--- src/rtl/pmg_pkg.sv ---
package pmg_pkg;

    // Sample format
    localparam int SAMPLE_BITS = 16;

    // BT.601 lightness weights in Q0.16
    localparam logic [31:0] LUMA_R = 32'd19588;
    localparam logic [31:0] LUMA_G = 32'd38470;
    localparam logic [31:0] LUMA_B = 32'd7471;
    localparam logic [32:0] LUMA_ROUND = 33'd32768;

    // Front to back queue
    localparam int QUEUE_DEPTH = 4;
    localparam int QUEUE_PTR_W = $clog2(QUEUE_DEPTH);

    // Divider shapes
    localparam int HUE_QW = 8;
    localparam int HUE_DW = 9;
    localparam int WGT_QW = 16;
    localparam int WGT_DW = 7;

    typedef enum logic [1:0] {
        MODE_BINARY = 2'd0,
        MODE_RANGE  = 2'd1,
        MODE_LIGHT  = 2'd2,
        MODE_HUE    = 2'd3
    } mode_t;

    typedef enum logic [2:0] {
        REG_MASK_MODE     = 3'd0,
        REG_LOWER_LIMIT   = 3'd1,
        REG_UPPER_LIMIT   = 3'd2,
        REG_RANGE_FUZZ    = 3'd3,
        REG_RANGE_OPTIONS = 3'd4,
        REG_HUE_BAND      = 3'd5,
        REG_HUE_FUZZ      = 3'd6,
        REG_WHOLE_IMAGE   = 3'd7
    } cfg_idx_t;

    typedef enum logic [1:0] {
        KIND_ZERO = 2'd0,
        KIND_FULL = 2'd1,
        KIND_DIV  = 2'd2
    } kind_t;

    typedef struct packed {
        mode_t       mask_mode;
        logic [6:0]  lower_limit;
        logic [6:0]  upper_limit;
        logic [6:0]  range_fuzz;
        logic [1:0]  range_options;
        logic [2:0]  hue_band;
        logic [5:0]  hue_fuzz;
        logic        whole_image;
    } cfg_t;

    typedef struct packed {
        logic [15:0] red;
        logic [15:0] green;
        logic [15:0] blue;
        logic        mono;
        logic [15:0] shape;
        logic [7:0]  r8;
        logic [7:0]  g8;
        logic [7:0]  b8;
    } q_entry_t;

    typedef struct packed {
        logic [15:0] v;
        logic [15:0] shape;
        logic        hue_ok;
    } hd_side_t;

    typedef struct packed {
        logic [15:0] v;
        logic [15:0] shape;
        kind_t       kind;
    } wd_side_t;

    typedef struct packed {
        logic [8:0] e0;
        logic [8:0] e1;
        logic [8:0] e2;
        logic [8:0] e3;
    } edges_t;

    // Band edges in degrees: two intervals, equal except for red
    function automatic edges_t band_edges(input logic [2:0] band);
        edges_t e;
        case (band)
            3'd0:    e = '{9'd0,   9'd15,  9'd345, 9'd360};
            3'd1:    e = '{9'd15,  9'd45,  9'd15,  9'd45};
            3'd2:    e = '{9'd45,  9'd75,  9'd45,  9'd75};
            3'd3:    e = '{9'd75,  9'd165, 9'd75,  9'd165};
            3'd4:    e = '{9'd165, 9'd195, 9'd165, 9'd195};
            3'd5:    e = '{9'd195, 9'd255, 9'd195, 9'd255};
            3'd6:    e = '{9'd255, 9'd300, 9'd255, 9'd300};
            default: e = '{9'd300, 9'd345, 9'd300, 9'd345};
        endcase
        return e;
    endfunction

    // Circular distance between two angles in degrees
    function automatic logic [8:0] edge_dist(input logic [8:0] h, input logic [8:0] e);
        logic [8:0] d;
        logic [8:0] dr;
        d  = (h > e) ? h - e : e - h;
        dr = 9'd360 - d;
        return (dr < d) ? dr : d;
    endfunction

    function automatic logic [6:0] sat100(input logic [6:0] x);
        return (x > 7'd100) ? 7'd100 : x;
    endfunction

endpackage

--- src/rtl/pmg_front.sv ---
// Prepares the queue entry for an incoming pixel: 8-bit channel values for the hue path
module pmg_front (
    input  logic [15:0]         s_red,
    input  logic [15:0]         s_green,
    input  logic [15:0]         s_blue,
    input  logic                s_mono_pixel,
    input  logic [15:0]         s_shape_mask,
    output pmg_pkg::q_entry_t   entry
);

    logic [23:0] r255;
    logic [23:0] g255;
    logic [23:0] b255;

    // x * 255 as (x << 8) - x, then keep the integer part
    assign r255 = {s_red, 8'b0} - {8'b0, s_red};
    assign g255 = {s_green, 8'b0} - {8'b0, s_green};
    assign b255 = {s_blue, 8'b0} - {8'b0, s_blue};

    always_comb begin
        entry.red   = s_red;
        entry.green = s_green;
        entry.blue  = s_blue;
        entry.mono  = s_mono_pixel;
        entry.shape = s_shape_mask;
        entry.r8    = r255[23:16];
        entry.g8    = g255[23:16];
        entry.b8    = b255[23:16];
    end

endmodule

--- config.mk ---
export PLATFORM = sky130hd
export DESIGN_NAME = pmg_front
export DESIGN_NICKNAME = d
export VERILOG_FILES = /design/src/rtl/pmg_pkg.sv /design/src/rtl/pmg_front.sv
export SDC_FILE = /design/constraint.sdc
export NUM_CORES = 1
export LEC_CHECK = 0
export BUFFER_PORTS_ARGS = -buffer_cell sky130_fd_sc_hd__buf_2
export CORE_AREA = 2 2 73 75
export DETAILED_ROUTE_END_ITERATION = 12
export DIE_AREA = 0 0 75 77
export GPL_TIMING_DRIVEN = 0
export PLACE_DENSITY_LB_ADDON = 0.1
export SYNTH_ARGS = -nofsm -noshare
export SYNTH_HDL_FRONTEND = slang
export SYNTH_SLANG_ARGS = --single-unit
--- constraint.sdc ---
create_clock -name vclk -period 2
set_input_delay 0.3 -clock vclk [all_inputs]
set_output_delay 0.3 -clock vclk [all_outputs]
set_load 0.01 [all_outputs]
; Word level (Yosys, flattened, before mapping)
; Cells that the tools add are included.
; W data, S select, Z words.
[word_totals]
register_bits = 0
inputBits = 65
out_inout_bits = 89
word_cells = 3
[classes]
add_sub_neg = 3
[ops]
columns = operator, n
row1 = $sub A24 B16 Y24, 3

; Longest topological paths before layout
; Gate-level depths: netlist of the first run.
[logic_depth]
depth_word = 1
mapped_depth = 9
depth_no_buf = 8

; Worst setup path after synthesis of the first run
; No wires, ideal clock.
[synth_timing]
path_kind = input -> output
start = input port s_red[9]
end = output port entry[18] (netlist name)
arrival_ps = 1827
required_ps = 1700
slack_ps = -127
path_stages = 8
n_path_buf = 0
cell_sequence = inv_1 > ha_1 > nor2_1 > nor4b_4 > a211oi_2 > o32ai_4 > or4_1 > a21o_1
[synth_lines]
columns = item, line_no
row1 = "start, declared", pmg_front.sv:3  ; input logic [15:0] s_red,
row2 = "end, declared", pmg_front.sv:8  ; output pmg_pkg::q_entry_t entry

==> results, run 1 <==
- The remaining number of nets flagged by the antenna check after routing is 0.
- The checks that failed: setup timing.
- The max-capacitance violation count is 0.
- In the routed design, unresolved DRC markers number 0.
- The share of the yosys chip area belonging to registers is 0%.
- Global routing used 19.4% of the available tracks across all layers.
- Setup repair after global routing could not meet its margin everywhere.
- The post-layout net count is 499.
- The average instance in the mapped netlist occupies 7.04 um2.
- The category of the worst setup path launch point is an input pin.
- The final standard cell utilization of the core is 67.9%.
- In this run the worst hold path is classified as input pin to output port.
- The worst hold path begins at s_green[8].
- The largest driver fanout on the critical path is 5.
- For this block, the via count after detailed routing is 2268.
- The number of rows created at floorplan is 26.
- The final cell area excluding filler cells is 3380 um2.
- The number of antenna violations at the first check in global routing was 0.
- The relative area change from synthesis to final layout is 92.0%.
- The floorplan step defined a die boundary enclosing 5780 um2.
- The slew at the pin closest to its max-slew limit is 0.347 ns.
- After legalization and detailed placement, the total HPWL measured 4470 um.
- Port buffering added 136 buffers.
- The routed wirelength normalized by instance count is 12.6 um.
- Routability-driven placement finished with a final weighted congestion of 0.863.
- The wire length of the first global-routing pass is 9380 um.
- The horizontal die dimension is 75 um.
- The minimum period implied by the final worst setup slack is 2.27 ns.
- In this run, the number of DRC markers left after iteration 0 of detailed routing was 58.
- The share of the clock period used by the worst path is 114%.
- The static leakage is 1.68 nW.
- The number of global-route vias before repair is 2211.
- In this run the count of I/O pins placed on the die edge is 154.
- For this run, the detailed router's first-pass iteration total came to 4.
- The final wirelength is 6040 um.
- Synthesis handed over a netlist of 250 instances.
- The path with the worst hold slack has its endpoint at entry[65].
- The sequential cell count is 0.
- The total power of the final layout is 0.000828 W.
- The achievable clock frequency is 0.440 GHz.
- The worst-case IR drop observed on VDD is 123 uV.
- The endpoint type of the worst setup path is an output port.
- The number of distinct library cells after synthesis is 38.
- Data arrives at the worst endpoint at 1.97 ns.
- Along the worst hold path, the cell count comes to 2.
- The library cells used most frequently in the layout, excluding fill and tap cells, are buf_2, buf_4, ha_4.
- The cell area after placement is 2590 um2.
- The sequential standard cell area is 0 um2.
- Power spread over the standard cell area amounts to 245 nW/um2.
- The class of the most critical setup path is input pin to output port.
- The mapped netlist covers 1760 um2.
- For the final routed database, the setup TNS stands at -3.46 ns.
- Dividing the detail-routed via count by the number of cells gives 4.74.
- The flow ran to the end, but the final reports show violations.
- The share of final-layout standard cells stronger than drive strength 1 is 76.7%.
- Setup violations remaining at the end of the flow were counted as 24.
- The worst-case setup margin in the final layout is -0.273 ns.
- STA puts the critical path data required time at 1.70 ns.
- Entering global routing, the biggest net connects 8 pins.
- Global routing finished with a remaining overflow of 0.
- The final hold violation count is 0.
- The most frequent standard cell in the layout excluding fill and tap cells is buf_2.
- In this run the vertical extent of the chip is 77 um.
- The synthesized netlist net count is 339.
- The count of pins over their slew limit came to 0.
- The number of inserted diodes is 0.
- For this configuration, the core starts out at a cell density of 35.3%.
- The core region is 4980 um2.
- During synthesis, Yosys emitted a total of 0 warnings.
- The layout has 0 clock buffers.
- The worst pin sits at a relative slew slack of 76.7%.
- The post-cts hold buffer count is 0.
[cells by family (layout without fill, tap and decap cells)]
group           Yosys count  count (layout)  synth area share (%)
xor+xnor                 16              16                  7.97
buf+inv                  94             252                  34.0
compound gates           50              50                  20.5
simple gates             66              66                  20.5
fa+ha+maj                24              24                  17.1
[timing repair]
action,CTS,global route
endpoints found under the setup margin,24,24
setup buffers,18,7
resized for setup,113,24
pin swaps,45,27
[metrics by stage]
stage,worst slack [ns],hold WS (ns),cells
finish,-0.273,0.783,478
global route,-0.366,0.787,478
CTS,-0.303,0.784,472
detailed placement,-0.445,0.784,456
global placement,-0.432,0.784,456
floorplan,-0.111,0.688,250
[synth_stat cells, drive strengths merged]
cell	n	area, um2
a211o	2	17.5
a211oi	3	27.5
o21ai	7	35.0
a21oi	16	80.1
nor2	13	48.8
and3	2	12.5
o311ai	1	8.76
inv	28	105
or4	2	18.8
nand2	12	45.0
a2111oi	1	8.76
and4	2	17.5
xnor2	16	140
ha	24	300
a2bb2oi	1	8.76
nor4	6	37.5
o211ai	1	7.51
and2	1	6.26
a21bo	1	10.0
nand3	10	50.1
nor3	7	35.0
nor4b	2	32.5
or3	2	12.5
o31ai	2	15.0
a21o	10	76.3
buf	66	493
a31oi	1	12.5
nand4	6	37.5
o221ai	1	8.76
o21a	1	7.51
o32ai	2	36.3
nor2b	1	6.26
[report_power, final]
group / internal, W / leakage, nW / switching [W]
Clock: 0 / 0 / 0
Sequential: 0 / 0 / 0
Combinational: 0.000434 / 1.68 / 0.000394
[worst max path at each step]
stage / start / end / cells past startpoint
finish: s_red[9] / entry[18] / 10
floorplan: s_red[9] / entry[18] / 8
detailed placement: s_red[9] / entry[18] / 10
CTS: s_red[4] / entry[18] / 8
global route: s_red[8] / entry[18] / 10
global placement: s_red[9] / entry[18] / 10
[final cells by class]
cell class                      count  area, um2
Fill cell                         430       1600
Buffer                             66        508
Multi-Input combinational cell    156       1690
Timing Repair Buffer              158        963
Tap cell                           70       87.6
Inverter                           28        128
[worst max-delay path: stages]
cell and delay, ns:
buf_4 0.13, inv_2 0.06, ha_4 0.20, a21oi_4 0.12
o21ai_2 0.08, a211oi_2 0.22, o32ai_4 0.12, or4_4 0.43
a21o_1 0.17, buf_2 0.13
[layer usage]
layer,vias up,wire length (um),track usage (%)
met5,-,0,0
met3,6,334,0.657
met1,1024,2330,22.1
li1,1140,-,-
met4,0,50,1.96
met2,98,3320,39.0
No activity file was read; power rests on OpenSTA's default activity.
==> run 2: changes to the inputs <==
- SETUP_SLACK_MARGIN: default -> 0.4
==> run 2 against run 1 <==
The run still ends with setup timing left. Fmax shrank 0.83%. Critical path depth shrank 1. Hold slack is essentially flat. Cell count is 0.42% lower. Clock-buffer cell count unchanged. Total power increased by 3.4%. Die area did not move. Design area rose by 4.9%. Combinational power up 3.4%. Routed wire length shrank 5.2%. Flip-flop and latch count stayed put. Largest power group unchanged.
==> results, run 2 (synthesis gave the netlist of run 1 again) <==
- The power per cell area is 241 nW/um2.
- Fill cells in the final layout number 402.
- The detailed router placed 2234 vias in this run.
- The class of the most critical setup path is input pin to output port.
- The number of global-route vias before repair is 2069.
- The remaining number of nets flagged by the antenna check after routing is 0.
- Routability-driven placement finished with a final weighted congestion of 0.824.
- On the critical path, the stage with the largest delay is an instance of or4_4.
- The most frequent standard cell in the layout excluding fill and tap cells is buf_2.
- The final hold violation count is 0.
- The final reports fail on setup timing.
- The max-capacitance violation count is 0.
- In the final routed layout, each cell accounts on average for 12.0 um.
- In this design, the stage delay of the slowest critical-path cell is 0.43 ns.
- The total of clock buffers placed in the layout is 0.
- Of the cells placed in the final design, the portion with a size suffix greater than 1 is 81.3%.
- The largest net degree at the start of global routing is 7.
- The arrival time at the worst endpoint is 1.99 ns.
- The headroom to the max-slew limit is 77.0%.
- After layout, the worst path uses 115% of the clock period.
- Across all setup checks in the final design, the least slack found is -0.292 ns.
- The start point of the worst min-delay path is s_shape_mask[7].
- Setup repair after global routing could not meet its margin everywhere.
- Setup violations remaining at the end of the flow were counted as 22.
- The horizontal die dimension is 75 um.
- The count of buffers inserted at the top-level ports is 136.
- Leaving out fill and tap cells, the most frequent cells in the layout are buf_2, buf_4, ha_4.
- The average vias per placed instance is 4.69.
- The count of pins over their slew limit is 0.
- The combined buffer and inverter count along the critical path is 2.
- 154 I/O pins were placed.
- The signal on the critical path passes through buf_2, ha_4, nor2_4, nor4b_4, a211oi_2, o32ai_4, or4_4, a21o_1, buf_2.
- The area of the core region is 4980 um2.
- The die covers 5780 um2.
- Static timing analysis puts the maximum clock frequency at 0.436 GHz.
- VDD sags by at most 129 uV.
- The most critical setup path has its startpoint at s_red[1].
- The post-layout net count is 497.
- From bottom edge to top edge, the die measures 77 um.
- The wire length of the first global-routing pass is 8720 um.
- The detailed-routing iteration count for the pre-antenna-repair pass is 4.
- There are 0 flip-flops and latches.
- The final wirelength is 5720 um.
- The HPWL after detailed placement is 4470 um.
- The run finished, with violations left.
- The family with the most delay on the worst path is compound AO/OA/AOI/OAI gates.
- The worst hold path passes through 2 cells.
- The number of inserted diodes is 0.
- The sequential standard cell area is 0 um2.
- The data required time at the worst endpoint is 1.70 ns.
- The tightest min-delay check is of the input pin to output port type.
- The effective utilization at floorplan is 35.3%.
- The endpoint of the worst hold-timing path is entry[31].
- The static leakage is 1.73 nW.
- The category of the worst setup path launch point is an input pin.
- Global routing finished with a remaining overflow of 0.
- In this run the core area contains 26 standard-cell rows.
- For this run, design rule violations remaining after detail routing come to 0.
- Final hold analysis gives a worst-case slack of 0.783 ns.
- The largest driver fanout on the critical path is 3.
- Compared with the post-synthesis result, the final layout area differs by 101%.
- Global routing used 18.0% of the available tracks.
- The cell repeated most along the worst path is buf_2.
- The number of antenna violations at the first check in global routing is 0.
- The number of cells in the design after placement is 456.
- The detailed router finished its first iteration with 42 violations.
- For the pin with the worst max-slew slack, the measured transition is 0.343 ns.
- The minimum period implied by the final worst setup slack is 2.29 ns.
- The endpoint type of the worst setup path is an output port.
- The multi-input combinational cell area is 1840 um2.
- The final standard cell count with taps included and fillers excluded is 476.
run 2: per-stage QoR:
stage | power (W) | worst slack, ns | utilization [%] | setup TNS (ns) | cell area (um2)
after floorplan | 0.000463 | -0.111 | - | -0.233 | 2180
after global placement | 0.000701 | -0.465 | 59.2 | -5.40 | 2950
after detailed placement | 0.000710 | -0.512 | 59.2 | -5.55 | 2950
after CTS | 0.000819 | -0.324 | 68.6 | -3.16 | 3410
after global routing | 0.000929 | -0.361 | 71.2 | -4.73 | 3540
final | 0.000856 | -0.292 | 71.2 | -2.72 | 3540
run 2: timing repair:
action                                  in CTS  in global routing
hold endpoints to repair                     0                  0
hold buffers                                 0                  0
buffers inserted                            18                  2
endpoints found under the setup margin      24                 24
resized for setup                           77                 23
pin swaps                                   39                 18
run 2: layer usage:
metal	up-vias	wire length [um]	global-route usage [%]
met1	1008	2320	21.7
li1	1131	-	-
met5	-	0	0
met3	6	389	0.131
met2	89	2960	36.1
met4	0	58	0
run 2: final cells by class:
class	instances	area share, %
repair buffers	156	27.4
multi-input cells	156	51.8
inverters	28	3.99
well taps	70	2.47
plain buffers	66	14.3
run 2: worst max-delay path by stage:
stage / endpoint / slack [ns] / cells past startpoint
after floorplan: entry[18] / -0.11 / 8
final: entry[18] / -0.29 / 9
after global placement: entry[18] / -0.46 / 9
after global routing: entry[16] / -0.36 / 8
after CTS: entry[18] / -0.32 / 8
after detailed placement: entry[18] / -0.51 / 9
run 2: where the power goes:
part / internal (W) / total, W / switching, W
logic: 0.000450 / 0.000856 / 0.000406
registers: 0 / 0 / 0
clock network: 0 / 0 / 0
total: 0.000450 / 0.000856 / 0.000406
