==> src/rtl/pmg_pkg.sv <==
package pmg_pkg;

    // Sample format
    localparam int SAMPLE_BITS = 16;

    // BT.601 lightness weights in Q0.16
    localparam logic [31:0] LUMA_R = 32'd19588;
    localparam logic [31:0] LUMA_G = 32'd38470;
    localparam logic [31:0] LUMA_B = 32'd7471;
    localparam logic [32:0] LUMA_ROUND = 33'd32768;

    // Front to back queue
    localparam int QUEUE_DEPTH = 4;
    localparam int QUEUE_PTR_W = $clog2(QUEUE_DEPTH);

    // Divider shapes
    localparam int HUE_QW = 8;
    localparam int HUE_DW = 9;
    localparam int WGT_QW = 16;
    localparam int WGT_DW = 7;

    typedef enum logic [1:0] {
        MODE_BINARY = 2'd0,
        MODE_RANGE  = 2'd1,
        MODE_LIGHT  = 2'd2,
        MODE_HUE    = 2'd3
    } mode_t;

    typedef enum logic [2:0] {
        REG_MASK_MODE     = 3'd0,
        REG_LOWER_LIMIT   = 3'd1,
        REG_UPPER_LIMIT   = 3'd2,
        REG_RANGE_FUZZ    = 3'd3,
        REG_RANGE_OPTIONS = 3'd4,
        REG_HUE_BAND      = 3'd5,
        REG_HUE_FUZZ      = 3'd6,
        REG_WHOLE_IMAGE   = 3'd7
    } cfg_idx_t;

    typedef enum logic [1:0] {
        KIND_ZERO = 2'd0,
        KIND_FULL = 2'd1,
        KIND_DIV  = 2'd2
    } kind_t;

    typedef struct packed {
        mode_t       mask_mode;
        logic [6:0]  lower_limit;
        logic [6:0]  upper_limit;
        logic [6:0]  range_fuzz;
        logic [1:0]  range_options;
        logic [2:0]  hue_band;
        logic [5:0]  hue_fuzz;
        logic        whole_image;
    } cfg_t;

    typedef struct packed {
        logic [15:0] red;
        logic [15:0] green;
        logic [15:0] blue;
        logic        mono;
        logic [15:0] shape;
        logic [7:0]  r8;
        logic [7:0]  g8;
        logic [7:0]  b8;
    } q_entry_t;

    typedef struct packed {
        logic [15:0] v;
        logic [15:0] shape;
        logic        hue_ok;
    } hd_side_t;

    typedef struct packed {
        logic [15:0] v;
        logic [15:0] shape;
        kind_t       kind;
    } wd_side_t;

    typedef struct packed {
        logic [8:0] e0;
        logic [8:0] e1;
        logic [8:0] e2;
        logic [8:0] e3;
    } edges_t;

    // Band edges in degrees: two intervals, equal except for red
    function automatic edges_t band_edges(input logic [2:0] band);
        edges_t e;
        case (band)
            3'd0:    e = '{9'd0,   9'd15,  9'd345, 9'd360};
            3'd1:    e = '{9'd15,  9'd45,  9'd15,  9'd45};
            3'd2:    e = '{9'd45,  9'd75,  9'd45,  9'd75};
            3'd3:    e = '{9'd75,  9'd165, 9'd75,  9'd165};
            3'd4:    e = '{9'd165, 9'd195, 9'd165, 9'd195};
            3'd5:    e = '{9'd195, 9'd255, 9'd195, 9'd255};
            3'd6:    e = '{9'd255, 9'd300, 9'd255, 9'd300};
            default: e = '{9'd300, 9'd345, 9'd300, 9'd345};
        endcase
        return e;
    endfunction

    // Circular distance between two angles in degrees
    function automatic logic [8:0] edge_dist(input logic [8:0] h, input logic [8:0] e);
        logic [8:0] d;
        logic [8:0] dr;
        d  = (h > e) ? h - e : e - h;
        dr = 9'd360 - d;
        return (dr < d) ? dr : d;
    endfunction

    function automatic logic [6:0] sat100(input logic [6:0] x);
        return (x > 7'd100) ? 7'd100 : x;
    endfunction

endpackage

==> src/rtl/pmg_queue.sv <==
// Short queue between front and back
module pmg_queue (
    input  logic                aclk,
    input  logic                aresetn,
    input  logic                push,
    input  pmg_pkg::q_entry_t   push_data,
    output logic                full,
    input  logic                pop,
    output logic                not_empty,
    output pmg_pkg::q_entry_t   head
);

    localparam int PW = pmg_pkg::QUEUE_PTR_W;

    pmg_pkg::q_entry_t mem [pmg_pkg::QUEUE_DEPTH];
    logic [PW-1:0] wr_ptr_reg;
    logic [PW-1:0] rd_ptr_reg;
    logic [PW:0]   count_reg;
    logic [PW:0]   count_next;

    assign full      = (count_reg == (PW+1)'(pmg_pkg::QUEUE_DEPTH));
    assign not_empty = (count_reg != '0);
    assign head      = mem[rd_ptr_reg];

    always_comb begin
        count_next = count_reg;
        if (push && !pop) begin
            count_next = count_reg + 1'b1;
        end else if (!push && pop) begin
            count_next = count_reg - 1'b1;
        end
    end

    // Pointers and fill count
    always_ff @(posedge aclk) begin
        if (!aresetn) begin
            wr_ptr_reg <= '0;
            rd_ptr_reg <= '0;
            count_reg  <= '0;
        end else begin
            if (push) begin
                wr_ptr_reg <= wr_ptr_reg + 1'b1;
            end
            if (pop) begin
                rd_ptr_reg <= rd_ptr_reg + 1'b1;
            end
            count_reg <= count_next;
        end
    end

    // Storage
    always_ff @(posedge aclk) begin
        if (push) begin
            mem[wr_ptr_reg] <= push_data;
        end
    end

    a_count_bound: assert property (@(posedge aclk) disable iff (!aresetn)
        count_reg <= (PW+1)'(pmg_pkg::QUEUE_DEPTH))
        else $error("queue fill count beyond depth");

    a_no_push_full: assert property (@(posedge aclk) disable iff (!aresetn)
        !(push && full && !pop))
        else $error("queue written while full");

endmodule

==> config.mk <==
export PLATFORM = sky130hd
export DESIGN_NAME = pmg_queue
export DESIGN_NICKNAME = d
export VERILOG_FILES = /design/src/rtl/pmg_pkg.sv /design/src/rtl/pmg_queue.sv
export SDC_FILE = /design/constraint.sdc
export NUM_CORES = 1
export LEC_CHECK = 0
export ABC_AREA = 1
export CAP_MARGIN = 0
export CORE_MARGIN = 8
export CORE_UTILIZATION = 65
export CTS_BUF_LIST = sky130_fd_sc_hd__clkbuf_4 sky130_fd_sc_hd__clkbuf_8
export CTS_CLUSTER_DIAMETER = 60
export DETAILED_ROUTE_END_ITERATION = 16
export DONT_BUFFER_PORTS = 1
export PLACE_DENSITY = 0.85
export SKIP_LAST_GASP = 1
export SLEW_MARGIN = 40
export SYNTH_ARGS = -nofsm -noshare
export SYNTH_HDL_FRONTEND = slang
export SYNTH_SLANG_ARGS = --single-unit
==> constraint.sdc <==
create_clock -name aclk -period 3.14 [get_ports aclk]
set_input_delay 0 -clock aclk [delete_from_list [all_inputs] [get_ports aclk]]
set_output_delay 0 -clock aclk [all_outputs]
set_load 0.01 [all_outputs]
# == Word-level counts from Yosys, hierarchy flattened ==
# Memory sizes are Yosys's and may differ from the RTL's. A register that Yosys moved wholly into a read port is not among the register bits.
# Index checks and enable logic that the tools add are counted.
# W data, S select, Z words.
# word_totals
ff_bits,7
latch_bits,0
mem_bits_rw,356
rom_bits,0
input_bits,93
output_inout_bits,91
memories,1
# op_classes
n_addsub,4
multipliers,0
n_div,0
order_cmp,0
eq_ne,1
shifts,0
mux,6
bitwise_logic,0
reduce_logical,6
# memory_table
name,words,width,rd,rd_ports_with_merged_regs,write_ports,line,rtl
mem,4,89,1,1,1,pmg_queue.sv:15,pmg_pkg::q_entry_t mem [pmg_pkg::QUEUE_DEPTH];
# ops
cell,count
$mux W3,2
$add A2 B1 Y2 const B,2
$mux W2,2
$add A3 B1 Y3 const B,1
$eq A3 B3 Y1 const B,1
$reduce_bool A3 Y1,1
$sub A3 B1 Y3 const B,1
$logic_and A1 B1 Y1,2
$logic_not A1 Y1,2
$mux W1,2
$reduce_bool A2 Y1,1

# == Longest topological paths before layout ==
# Gate-level depths: netlist of run 1.
# depth
ltp_word,4
mapped_depth,10
ltp_nobuf,10

# == Worst setup path before layout of run 1 ==
# No wires, ideal clock.
# synth_path
kind,register to register
startpoint,register wr_ptr_reg[0]
endpoint,memory mem[2][0] (netlist name) (enable)
setup_ns,0.443
arrival_time_ns,2.310
t_required_ns,2.697
setup_slack_ns,0.388
path_stages_with_launch,5
path_buffers,0
period_less_slack_ns,2.752
cell_sequence,dfxtp_1 > inv_1 > ha_1 > nand2_1 > inv_1
# synth_lines
element,line,rtl
start: declaration,pmg_queue.sv:16,logic [PW-1:0] wr_ptr_reg;
start signal: assignment,pmg_queue.sv:42,wr_ptr_reg <= wr_ptr_reg + 1'b1;
end: declaration,pmg_queue.sv:15,
# Straight into the memory's write port.

# == Worst setup path in the final report of run 1 ==
# layout_path
startpoint,input push
endpoint,register count_reg[2]
# layout_via
elab_chain_cells,3
elab_cells_between_ends,5
# layout_lines
element,line,rtl
start: declaration,pmg_queue.sv:5,"input logic push,"
$logic_not A1 Y1,pmg_queue.sv:29,end else if (!push && pop) begin
$logic_and A1 B1 Y1,pmg_queue.sv:29,
$reduce_bool A2 Y1 (no source line),n/a,
end signal: assignment,pmg_queue.sv:47,count_reg <= count_next;
end: declaration,pmg_queue.sv:18,logic [PW:0] count_reg;
# Parallel ways exist; a longest one is shown, timed or not.
# A chain may end at the register's enable or synchronous reset.

==> results.md, run 1 <==
Run status:
- The flow ran to the end, and the final reports show no timing, DRC or antenna violations.

Logic synthesis:
- The flip-flop and latch count after synthesis is 365.
- Measured against the total synthesized area, the mux share comes to 0%.
- The number of nets handed over by synthesis was between 1000 and 1500.
- A synthesized cell averages around 15 µm².
- In this run the cell area of the synthesized design comes to between 0.01 and 0.015 mm².
- The commonest cells after synthesis are edfxtp_1 (356), nor2_1 (184), o21ai_0 (153).
- Yosys mapped a number of flops with a built-in enable equal to around 360.
- Yosys instantiated no cell more often than edfxtp_1.
- After synthesis, the share of flip-flops with an asynchronous set or reset is 0%.
- After synthesis, the largest family of logic cells by area is compound AO/OA/AOI/OAI gates.
- The post-synthesis share of cell area spent on xor and xnor gates is 0%.
- Ranked by total cell area, the synthesized netlist is headed by edfxtp_1 (78%), o21ai_0 (5.6%), nor2_1 (5.1%).
- The most used flip-flop cell after synthesis is edfxtp_1.
- After Yosys synthesis, full adders, half adders and majority gates account for less than 1% of the synthesized area.
- The biggest area contributor in the post-synthesis netlist is edfxtp_1.
- The unique cell type count in the Yosys netlist is 21.
- The synthesis warning total is 0.
- After technology mapping, the gate count stands at 920.
- The share of synthesized area occupied by flip-flops and latches is 79.81%.
- The basic-gate share of the synthesized area counting and, or, nand and nor cells is around 5.5%.
- The synthesized netlist devotes between 10% and 20% of its cell area to compound gates.
- The portion of synthesized cell area occupied by the leading cell type is about four fifths.

Clocking:
- Clock tree synthesis inserted a total of 53 buffers.
- The clock edge transition at the registers on the reported setup and hold paths is 60 ps.
- The maximum buffer depth of the clock tree is 3.
- CTS saw ~370 sinks.
- The clock reaches the later pin of the worst-skew pair after 560 ps.
- The clock root buffer is clkbuf_8.
- The clock tree from TritonCTS is built.
- The H-tree generated during clock tree synthesis spans 2 levels.
- Post-CTS repair changed the size of 0 cells.

Worst setup path:
- The data arrival time of the worst path is 2980 ps.
- The critical path class is in -> reg.
- The worst setup path is captured at a flop.
- Of all nets on the critical path, the largest fanout is 6.
- STA classifies the critical path startpoint as a primary input.
- Data on the critical path is required at its endpoint by approximately 3600 ps.

GRT:
- Global routing finished with a remaining overflow of 0.
- In the global route stage, met2 resource usage came out at between 30% and 40%.
- The met1 track utilization from global routing is between 20% and 30%.
- In the global route stage, overall resource usage came out at between 20% and 30%.
- The wire length of the first global-routing pass is 45.69 mm.
- The maximum number of pins on one net before global-route repair is around 180.
- The via count of the first global-routing pass came to a little over 8000.
- The number of antenna violations at the first check in global routing came to 1.
- For met3 alone, demand over resource in global routing was under 10%.
- The busiest layer in global routing is met2.

Finish:
- The area added between synthesis and finish is 15.71%.
- The flip-flop count of the largest register, all copies and words added is between 300 and 400.
- The number of cells in the finished layout apart from fillers is between 1000 and 1500.
- For this run, the post-layout net count is 1125.
- Fill cells in the final layout number between 1000 and 1500.
- The final core utilization is around three quarters.
- The sequential cell area in the final layout is about 0.011 mm².
- The multi-input gate area in the final layout is 0.002325 mm².
- The total non-filler cell area in the finished layout is 0.01576 mm².
- Cells with a size suffix above 1 make up about 9.2% of the layout.

Placement:
- The number of buffer cells added on primary ports is 0.
- Prior to clock tree synthesis, the placed netlist has a worst setup slack of between 1000 and 1500 ps.
- The sum of net half-perimeters after detailed placement is about 16 mm.
- After detailed placement, the total cell area comes to between 0.01 and 0.015 mm².
- The global placer's final weighted congestion is between 0.7 and 0.8.
- The placed cell count is approximately 1200.

Routing:
- The detailed-router iteration count before antenna repair is 6.
- Dividing the detail-routed via count by the number of cells gives about 6.2.
- The routed wire length is a little over 30 mm.
- In the final routed layout, each cell accounts on average for roughly 23 µm.
- The post-route antenna net violation count is 0.
- For this run, design rule violations remaining after detail routing come to 0.
- Summing over every cut layer, the via total after detailed routing is 8295.
- The detailed router finished its first iteration with a little over 900 violations.

Timing:
- The timing-limited maximum frequency is between 300 and 400 MHz.
- In this run the tightest slew margin relative to its limit is about half.
- Setup slack closes at about 590 ps.
- The worst path in the final design needs a cycle of about 2500 ps, including I/O delays and setup.
- The number of hold violations in the final report was 0.
- The largest clock skew in the final design is 17.42 ps.
- The count of final setup violators is 0.
- The total negative slack for setup checks is 0 ps.
- The share of the clock period used by the worst path after layout is roughly 81%.
- Setup repair after global routing left no endpoint under its margin.
- The transition time of the tightest slew-check pin is between 700 and 800 ps.
- The number of max-slew violations in the final report is 0.

Die:
- During I/O placement, the number of pins put on the boundary was around 180.
- For this configuration, the core starts out at a cell density of between 60% and 70%.
- In this run the core area contains 53 standard-cell rows.
- The die covers between 0.02 and 0.03 mm².
- In this run the horizontal extent of the chip is 160.8 µm.
- The die is around 160 µm tall.
- The core outline area is around 0.021 mm².

Flow run:
- The number of max-cap violations is 0.

Pwr:
- Across the VDD grid, the largest voltage drop is between 0.0004 and 0.0005 V.
- For this design the ratio of total power to cell area is 636.2 mW/mm².
- Summed over all cells, the static leakage comes to between 5 and 6 nW.

Min path:
- The worst min-delay path category is in -> reg.
routing by layer:
| metal | share of wire, % | up-vias |
|---|---|---|
| met2 | 52 | 454 |
| met5 | 0 | - |
| met3 | 8.4 | 46 |
| met4 | 2.3 | 0 |
| met1 | 37 | 4112 |
| li1 | - | 3683 |
final cells by class:
class | count | share of cell area (%)
diodes | 1 | 0.01588
clock buffers | 69 | 5.470
clock inverters | 24 | 0.8018
inverters | 17 | 0.5002
multi-input cells | 480 | 14.75
flip-flops and latches | 365 | 69.02
well taps | 275 | 2.183
repair buffers | 109 | 7.256
repair_timing:
action | in CTS | in global routing
endpoints found under the hold margin | 509 | 0
hold buffers | 95 | 0
buffers inserted | 0 | 0
through the flow:
| stage | total power [mW] | hold slack (ps) |
|---|---|---|
| after floorplan | 6.265 | 98.87 |
| after global placement | 6.413 | 99.05 |
| after detailed placement | 6.443 | 99.05 |
| after CTS | 10.02 | 82.71 |
| after global routing | 10.36 | 125.8 |
| final | 10.03 | 128.7 |
path summary, 6_finish.rpt:
path | cells after the start | slack (ps) | start | to
worst max register to register | 8 | 810 | count_reg[0]$_SDFFE_PN0P_ | count_reg[2]$_SDFFE_PN0P_
worst min-delay path | 6 | 130 | pop | count_reg[1]$_SDFFE_PN0P_
worst min register to register | 1 | 440 | rd_ptr_reg[1]$_SDFFE_PN0P_ | flop
worst max-delay path | 9 | 590 | push | count_reg[2]$_SDFFE_PN0P_
critical path, stage by stage:
cell,delay [ps]
dlygate4sd3_1,630
ha_1,310
dlygate4sd3_1,610
inv_1,110
nand4_1,100
nand2_1,70
dlygate4sd3_1,560
nor2_1,40
dlygate4sd3_1,550
kinds of logic after synthesis:
logic type,Yosys count
compound gates,277
fa+ha+maj,6
buf+inv,75
flops,365
simple gates,197
layout by cell type, fill, tap and decap left out, types with 5 or more instances in the layout:
cell type and n:
buf_12 7, buf_4 7, clkbuf_4 14, clkbuf_8 55, clkinv_1 17, clkinv_2 5
dfxtp_1 7, dlygate4sd3_1 95, edfxtp_1 356, ha_1 5, inv_1 11, nand2_1 10
nor2_1 184, o21ai_0 153, o21ai_1 31, o22ai_1 89
report_power, final:
part | switching [mW] | internal (mW)
clock | 1.66 | 1.86
sequential | 0.0691 | 5.57
combinational | 0.614 | 0.252
(Power assumes the default switching activity.)
==> inputs of run 2 (changes only) <==
Settings changed: ABC_AREA 1 to 0, CORE_UTILIZATION 65 to 59, PLACE_DENSITY 0.85 to 0.82.
Clock period 3.14 ns to 2.3 ns, I/O delays scaled along.
==> run 2 against run 1 <==
- sequential share of layout area is 0.23 points higher
- synthesized cell count fell by 45%
- non-clock buffer count is 2 lower
- register-to-register slack lost 240 ps
- final area shrank 0.33%
- total power increased by 40%
- clock skew increased by 13 ps
- count of clock-buffer cells in the layout is 5 higher
- flip-flop and latch count unchanged
- clock power increased by 42%
- critical path type is now reg -> out
- critical endpoint is now head[85]
- highest routed layer unchanged
==> results.md, run 2 <==
Run status:
- The run finished with clean final reports.

Timing:
- After layout, the minimum clock period comes to just under 2000 ps.
- The worst hold slack is 131.4 ps (+2.776 ps).
- The largest clock skew in the final design came to 30.52 ps (+13.11 ps).
- Static timing analysis puts the maximum clock frequency at approximately 500 MHz.
- The count of final setup violators came to 0 (unchanged).
- The tightest slew margin relative to the limit came to 58.96% (+7.1 points).
- The final critical path takes up a little under nine tenths of the cycle.
- The number of hold violations in the final report is 0 (unchanged).
- The number of max-slew violations in the final report is 0 (unchanged).
- Setup repair after global routing left no endpoint under its margin.
- The total negative slack for setup checks is 0 ps (unchanged).
- The transition time of the tightest slew-check pin was 615.6 ps (-106.5 ps).
- The least setup slack across all paths after layout is 339.6 ps (-254.0 ps).

Logic synthesis:
- The average size of a mapped cell is 26.11 µm² (+76%).
- The count of flip-flops with a built-in enable after synthesis is 356 (unchanged).
- Sorting the synthesized cells by area gives the leading types as edfxtp_1 (81%), mux4_2 (15%), dfxtp_1 (1.4%).
- The number of cells produced by synthesis is 508 (-45%).
- The unique cell type count in the Yosys netlist is 21 (unchanged).
- The cell accounting for the most synthesized area is edfxtp_1.
- Counting instances in the post-synthesis netlist gives the leading cell types as edfxtp_1 (356), mux4_2 (89), buf_2 (10).
- The most common flop cell mapped by yosys is edfxtp_1.
- The flip-flop and latch count after synthesis is 365 (unchanged).
- The most common cell in the synthesized netlist is edfxtp_1.
- The portion of synthesized cell area occupied by the leading cell type came to 80.60% (+2.1 points).
- The netlist area before placement came to 0.01326 mm² (-2.6%).
- The synthesis warning total came to 0 (unchanged).
- The net count after synthesis came to 607 (-40%).
- The share of synthesized area occupied by flip-flops and latches is 81.95% (+2.1 points).
- The fraction of registers with async set or reset after synthesis came to 0% (unchanged).

GRT:
- After global routing, the most crowded layer is met2.
- The wire length of the first global-routing pass is 38.18 mm (-16%).
- The fraction of met3 tracks used by global routing came to 7.012% (+1.4 points).
- The global router's overall resource usage is 18.13% (-4.4 points).
- The number of antenna violations at the first check in global routing is 4 (+3).
- The via count of the first global-routing pass is 6326 (-23%).
- The met1 track utilization from global routing was 21.40% (-5.6 points).
- The total grt overflow is 0 (unchanged).
- The maximum number of pins on one net before global-route repair is 50 (-72%).
- The met2 layer usage reported by global route is 30.93% (-8.1 points).

Pwr:
- The power per cell area is 891.6 mW/mm² (+40%).
- The maximum vdd ir drop came to 0.0008779 V (+84%).
- The total leakage power is 5.013 nW (-4.2%).

Finish:
- The layout cell share with drive strength beyond 1 is 27.63% (+18 points).
- The area added between synthesis and finish is 18.42%.
- The total of fill cells in the finished design is 1216 (+5.6%).
- In the layout the commonest cells are edfxtp_1 (356), dlygate4sd3_1 (93), mux4_2 (89).
- The flip-flop count of the largest register, all copies and words added is 356 (unchanged).
- The most common library cell in the layout ignoring fill and taps is edfxtp_1.
- The number of nets in the finished design is 751 (-33%).

Worst setup path:
- The data arrival time of the worst path is 1960 ps (-1020 ps).
- The startpoint class of the critical path is a flop.
- The critical path class is reg -> out.
- Walking the worst path, the cells encountered are buf_12 -> mux4_2.
- The reg-to-reg setup timing slack is 570 ps (-240 ps).
- The worst-case reg-to-reg path depth is 4 (-4).
- The required time of the worst setup path was 2300 ps (-1270 ps).
- The number of buffers and inverters on the critical path is 1 (-4).
- The largest driver fanout on the critical path is 48 (+42).
- On the critical path, the stage with the largest delay is an instance of mux4_2.
- STA classifies the critical path endpoint as an output port.
- The largest delay contributor family on the critical path is multiplexers.
- The destination of the worst register-to-register timing path is mem[0][51]$_DFFE_PP_.
- The origin of the critical flop-to-flop path is wr_ptr_reg[0]$_SDFFE_PN0P_.
- The biggest cell delay along the critical path was 630 ps (about the same).

Placement:
- The sum of net half-perimeters after detailed placement was 14.64 mm (-8.1%).
- The global placer's final weighted congestion is 0.6976 (-5.2%).
- The number of buffer cells added on primary ports is 0 (unchanged).
- The setup slack at placement is 633.3 ps (-651.3 ps).

Clocking:
- The clock root buffer is clkbuf_8.
- The TritonCTS buffer count is 55 (+3.8%).
- The CTS sink count is 365 (unchanged).
- The number of buffers inserted by post-CTS setup repair is 0 (unchanged).
- The insertion delay to the later sink of the worst-skew pair is 570 ps (about the same).
- TritonCTS built the clock tree.
- The quantity of gates resized following cts is 0 (unchanged).
- The clock edge transition at the registers on the reported setup and hold paths is 60 ps (about the same).
- The number of hold buffers added after cts is 93 (-2.1%).
- The total number of H-tree levels was 2 (unchanged).
- The maximum buffer depth of the clock tree was 3 (unchanged).

Die:
- The die area is 0.02753 mm² (+6.5%).
- The number of ports placed on the die boundary is 184 (unchanged).
- The core outline area is 0.02237 mm² (+7.4%).
- The chip width is 165.9 µm (+3.2%).
- The chip height is 165.9 µm (+3.2%).
- The effective utilization at floorplan is 59.31% (-6.1 points).
- The number of core rows is 55 (+3.8%).

Routing:
- The count of routing violations after the opening detailed-route iteration is 399 (-57%).
- The remaining routing DRC violations is 0 (unchanged).
- The detailed-router iteration count before antenna repair is 4 (-2).
- The overall via count from detail_route is 5756 (-31%).
- The ratio of routed vias to standard cells is 5.850 (-5.5%).
- The per-cell routed wire length came to 25.66 µm (+14%).
- The post-route antenna net violation count came to 0 (unchanged).
- The routed wire length is 25.25 mm (-16%).

Min path:
- The min-delay analysis places its worst path in the category in -> reg.
- In this run the most critical hold path is launched from push_data[20].
- The endpoint of the worst hold-timing path is mem[1][20]$_DFFE_PP_.
- The worst hold path cell count is 1 (-5).

Flow run:
- The number of max-cap violations is 0 (unchanged).
==> run 2: changes by cell type after synthesis, moves of 4 or more <==
cell	change
a21oi_1	-4
and2_1	+9
buf_2	+5
buf_4	-5
buf_6	-12
clkbuf_1	-27
inv_1	-11
mux4_2	+89
nand2_1	-9
nor2_1	-184
o21ai_0	-152
o21ai_1	-31
o22ai_1	-89
==> run 2: kinds of logic (layout without fill, tap and decap cells) <==
logic type	Yosys count	after routing	share of synthesized area [%]
flip-flops	365	365	81.95
multiplexers	91	91	15.26
buffers and inverters	24	211	1.038
AND/OR/NAND/NOR	15	15	0.6980
adder cells (fa/ha/maj)	6	6	0.6226
XOR/XNOR	5	5	0.3302
AO/OA/AOI/OAI	2	2	0.09432
other	0	4	0
==> run 2: area by class of cell <==
class,instances,area (µm²),area share (%)
Multi-Input combinational cell,119,2266,14.43
Clock inverter,26,140.1,0.8921
Inverter,4,15.01,0.09559
Clock buffer,74,905.9,5.767
Antenna cell,4,10.01,0.06372
Sequential cell,365,10880,69.25
Tap cell,285,356.6,2.270
Timing Repair Buffer,107,1136,7.233
==> run 2: per-stage QoR <==
stage | instance area [µm²] | total power, mW | std cells | util (%)
final | 15710 | 14.00 | 984 | 70.23
after global routing | 15710 | 14.52 | 984 | 70.23
after CTS | 15700 | 14.11 | 980 | 70.19
after global placement | 13720 | 8.916 | 787 | 61.35
after detailed placement | 13720 | 8.970 | 787 | 61.35
after floorplan | 13270 | 8.679 | 508 | -
==> run 2: worst max path at each step <==
| stage | from | endpoint | slack (ps) | depth (start not counted) |
|---|---|---|---|---|
| floorplan | wr_ptr_reg[0]$_SDFFE_PN0P_ | mem[2][0]$_DFFE_PP_ | 220 | 3 |
| global placement | wr_ptr_reg[0]$_SDFFE_PN0P_ | mem[0][51]$_DFFE_PP_ | 680 | 4 |
| detailed placement | wr_ptr_reg[0]$_SDFFE_PN0P_ | mem[0][51]$_DFFE_PP_ | 630 | 4 |
| CTS | flop | head[75] | 270 | 2 |
| global route | flop | head[75] | 200 | 2 |
| finish | flop | head[85] | 340 | 2 |
==> run 2: worst register-to-register path: cells and delay by family (launching register included) <==
kind,cells,cell delay [ps]
buf+inv,2,440
simple gates,1,380
flops,1,350
fa+ha+maj,1,150
==> run 2: per-layer routing <==
layer	share of wire (%)	routed length [µm]	vias up
met1	38	9519	2998
met3	8.5	2135	32
li1	-	-	2487
met5	0	0	-
met4	1.5	370	0
met2	52	13230	239
==> run 2: power by group <==
| part | switching (mW) | internal [mW] | total, mW |
|---|---|---|---|
| clock network | 2.33 | 2.67 | 4.99 |
| logic | 0.709 | 0.559 | 1.27 |
| registers | 0.104 | 7.64 | 7.74 |
| total | 3.14 | 10.9 | 14.0 |
==> inputs of run 3 (changes only) <==
Clock period 2.3 ns to 1.8 ns, I/O delays scaled along.
==> run 3 against run 2 <==
- the flow now finishes with violations (setup timing)
- utilization is 1.8 points higher
- register-to-register slack got worse by 340 ps
- highest routed layer is now met5
- critical path type unchanged
- flip-flop and latch count did not move
- wire length increased by 3.5%
- sequential power grew 28%
==> results.md, run 3 (synthesis gave the netlist of run 2 again) <==
Die:
- The effective utilization at floorplan is 59.31% (unchanged).
- The chip height is 165.9 µm (unchanged).
- The number of core rows came to 55 (unchanged).
- The die area is 0.02753 mm² (unchanged).
- The core outline area was 0.02237 mm² (unchanged).
- The chip width was 165.9 µm (unchanged).
- The number of ports placed on the die boundary is 184 (unchanged).

Timing:
- The least setup slack across all paths after layout is -66.29 ps (-405.9 ps).
- The number of max-slew violations in the final report was 0 (unchanged).
- The worst hold slack is 147.3 ps (+15.91 ps).
- The post-route minimum period is between 1500 and 2000 ps.
- The count of final setup violators is 76 (+76).
- The largest clock skew in the final design was 29.62 ps (-0.9058 ps).
- Setup repair after global routing could not meet its margin everywhere.
- Static timing analysis puts the maximum clock frequency at 535.8 MHz.
- The number of hold violations in the final report was 0 (unchanged).
- The tightest slew margin relative to the limit is 70.13% (+11 points).
- The share of the clock period used by the worst path after layout is 103.7%.
- The total negative slack for setup checks is -3074 ps (-3074 ps).
- The transition time of the tightest slew-check pin came to 447.1 ps (-168.4 ps).

Placement:
- The sum of net half-perimeters after detailed placement came to 14.16 mm (-3.2%).
- The number of buffer cells added on primary ports was 0 (unchanged).
- The global placer's final weighted congestion is 0.6896 (-1.1%).

Finish:
- The layout cell share with drive strength beyond 1 is 30.01% (+2.4 points).
- The library cells used most frequently in the layout, excluding fill and tap cells, are edfxtp_1 (356), dlygate4sd3_1 (93), mux4_2 (89).
- The multi-input gate area in the final layout is 0.002266 mm² (unchanged).
- The sequential cell area in the final layout is 0.01088 mm² (unchanged).
- The total of fill cells in the finished design is 1234 (+1.5%).
- From synthesis to final layout, the design area changed by 21.53%.
- The flip-flop count of the largest register, all copies and words added was 356 (unchanged).
- The final core utilization is 72.07% (+1.8 points).
- Leaving out fill and tap cells, the most frequent cell in the layout is edfxtp_1.
- The number of nets in the finished design is 768 (+2.3%).

Worst setup path:
- The biggest cell delay along the critical path is 590 ps (-40 ps).
- The required time of the worst setup path was 1800 ps (-500 ps).
- The critical path is of the reg -> out type.
- Among cell families on the critical path, the largest total delay comes from multiplexers.
- The type of element capturing the critical path is an output port.
- The largest driver fanout on the critical path is 9 (-81%).
- The worst setup path is launched from a flop.
- The number of buffers and inverters on the critical path came to 2 (+1).
- The critical path goes through buf_4 -> buf_12 -> mux4_2.
- The data arrival time of the worst path is 1870 ps (-90 ps).
- The largest individual stage delay along the critical path comes from the cell mux4_2.

GRT:
- The total grt overflow was 0 (unchanged).
- The maximum number of pins on one net before global-route repair is 53 (+6.0%).
- The via count of the first global-routing pass came to 6382 (+0.89%).
- The wire length of the first global-routing pass is 38.14 mm (-0.11%).
- The number of antenna violations at the first check in global routing is 2 (-2).
- The global router's overall resource usage came to 18.11% (-0.025 points).

Pwr:
- The total leakage power is 5.201 nW (+3.8%).
- The power per cell area is 1123 mW/mm² (+26%).
- The maximum vdd ir drop is 0.0008297 V (-5.5%).
- The post-layout total power is 18.10 mW (+29%).

Clocking:
- The clock tree from TritonCTS is built.
- In this run the clock root is driven by a clkbuf_8.
- The clock edge transition at the registers on the reported setup and hold paths is 60 ps (about the same).
- The TritonCTS buffer count is 53 (-3.6%).
- The maximum buffer depth of the clock tree is 3 (unchanged).
- The insertion delay to the later sink of the worst-skew pair is 560 ps (about the same).
- The CTS sink count was 365 (unchanged).
- The total number of H-tree levels is 2 (unchanged).

Routing:
- The overall via count from detail_route came to 5902 (+2.5%).
- The count of routing violations after the opening detailed-route iteration came to 427 (+7.0%).
- The remaining routing DRC violations is 0 (unchanged).
- The per-cell routed wire length is 26.16 µm (+1.9%).
- The routed wire length is 26.14 mm (+3.5%).
- The ratio of routed vias to standard cells was 5.908 (+1.0%).
- The detailed-router iteration count before antenna repair is 5 (+1).
- The post-route antenna net violation count was 0 (unchanged).

Min path:
- The tightest min-delay check is of the in -> reg type.

Flow run:
- The number of max-cap violations came to 0 (unchanged).

Run status:
- The final reports fail on setup timing.
- The flow ran to the end, but the final reports show violations.
[run 3: changes by cell type in the layout (fill, tap and decap cells not counted), moves of 2 or more]
cell and change:
buf_4 -2, clkbuf_16 +5, diode_2 -3, buf_12 +10, buf_16 +2, clkinv_2 -2, buf_6 +3, clkinv_1 -4
clkbuf_4 +7
[run 3: final timing paths]
| kind | startpoint | to | slack [ps] | cells past startpoint |
|---|---|---|---|---|
| max | flop | head[51] | -70 | 3 |
| min | push_data[10] | mem[1][10]$_DFFE_PP_ | 150 | 1 |
| max reg2reg | count_reg[0]$_SDFFE_PN0P_ | count_reg[2]$_SDFFE_PN0P_ | 230 | 4 |
| min reg2reg | count_reg[2]$_SDFFE_PN0P_ | count_reg[2]$_SDFFE_PN0P_ | 550 | 2 |
[run 3: worst register-to-register path, cell delays in order, from the launching register on]
cell	delay, ps
dfxtp_1	360
fa_1	440
xor2_1	180
or3_1	330
a21boi_0	200
[run 3: final cells by class]
cell class | count | area share, %
diodes | 1 | 0.01552
clock buffers | 80 | 5.860
well taps | 285 | 2.212
inverters | 4 | 0.09315
multi-input cells | 119 | 14.06
clock inverters | 19 | 0.6598
repair buffers | 126 | 9.617
flip-flops and latches | 365 | 67.48
[run 3: timing repair]
action / 4_1_cts / 5_1_grt
setup endpoints to repair: 81 / 89
resized for setup: 2 / 14
cloned: 0 / 8
hold endpoints to repair: 705 / 0
hold buffers: 93 / 0
setup buffers: 2 / 7
[run 3: power breakdown]
| group | leakage, nW | switching, mW | internal, mW | total [mW] |
|---|---|---|---|---|
| sequential | 3.35 | 0.124 | 9.76 | 9.89 |
| combinational | 1.30 | 0.962 | 0.875 | 1.84 |
| clock | 0.561 | 2.89 | 3.49 | 6.38 |
| total | 5.20 | 3.98 | 14.1 | 18.1 |
[run 3: per-layer routing]
layer | GRT usage (%) | routed length (µm) | up-vias
li1 | - | - | 2520
met1 | 21.77 | 10200 | 3103
met2 | 31.14 | 13530 | 235
met3 | 5.871 | 1969 | 42
met4 | 5.020 | 425 | 2
met5 | 0 | 10 | -
[run 3: through the flow]
stage | cells | setup WS (ps) | cell area (µm²)
detailed placement | 789 | 272.2 | 13810
floorplan | 508 | 173.4 | 13270
finish | 999 | -66.29 | 16120
CTS | 983 | -110.2 | 15820
global placement | 789 | 312.8 | 13810
global route | 999 | -131.9 | 16120
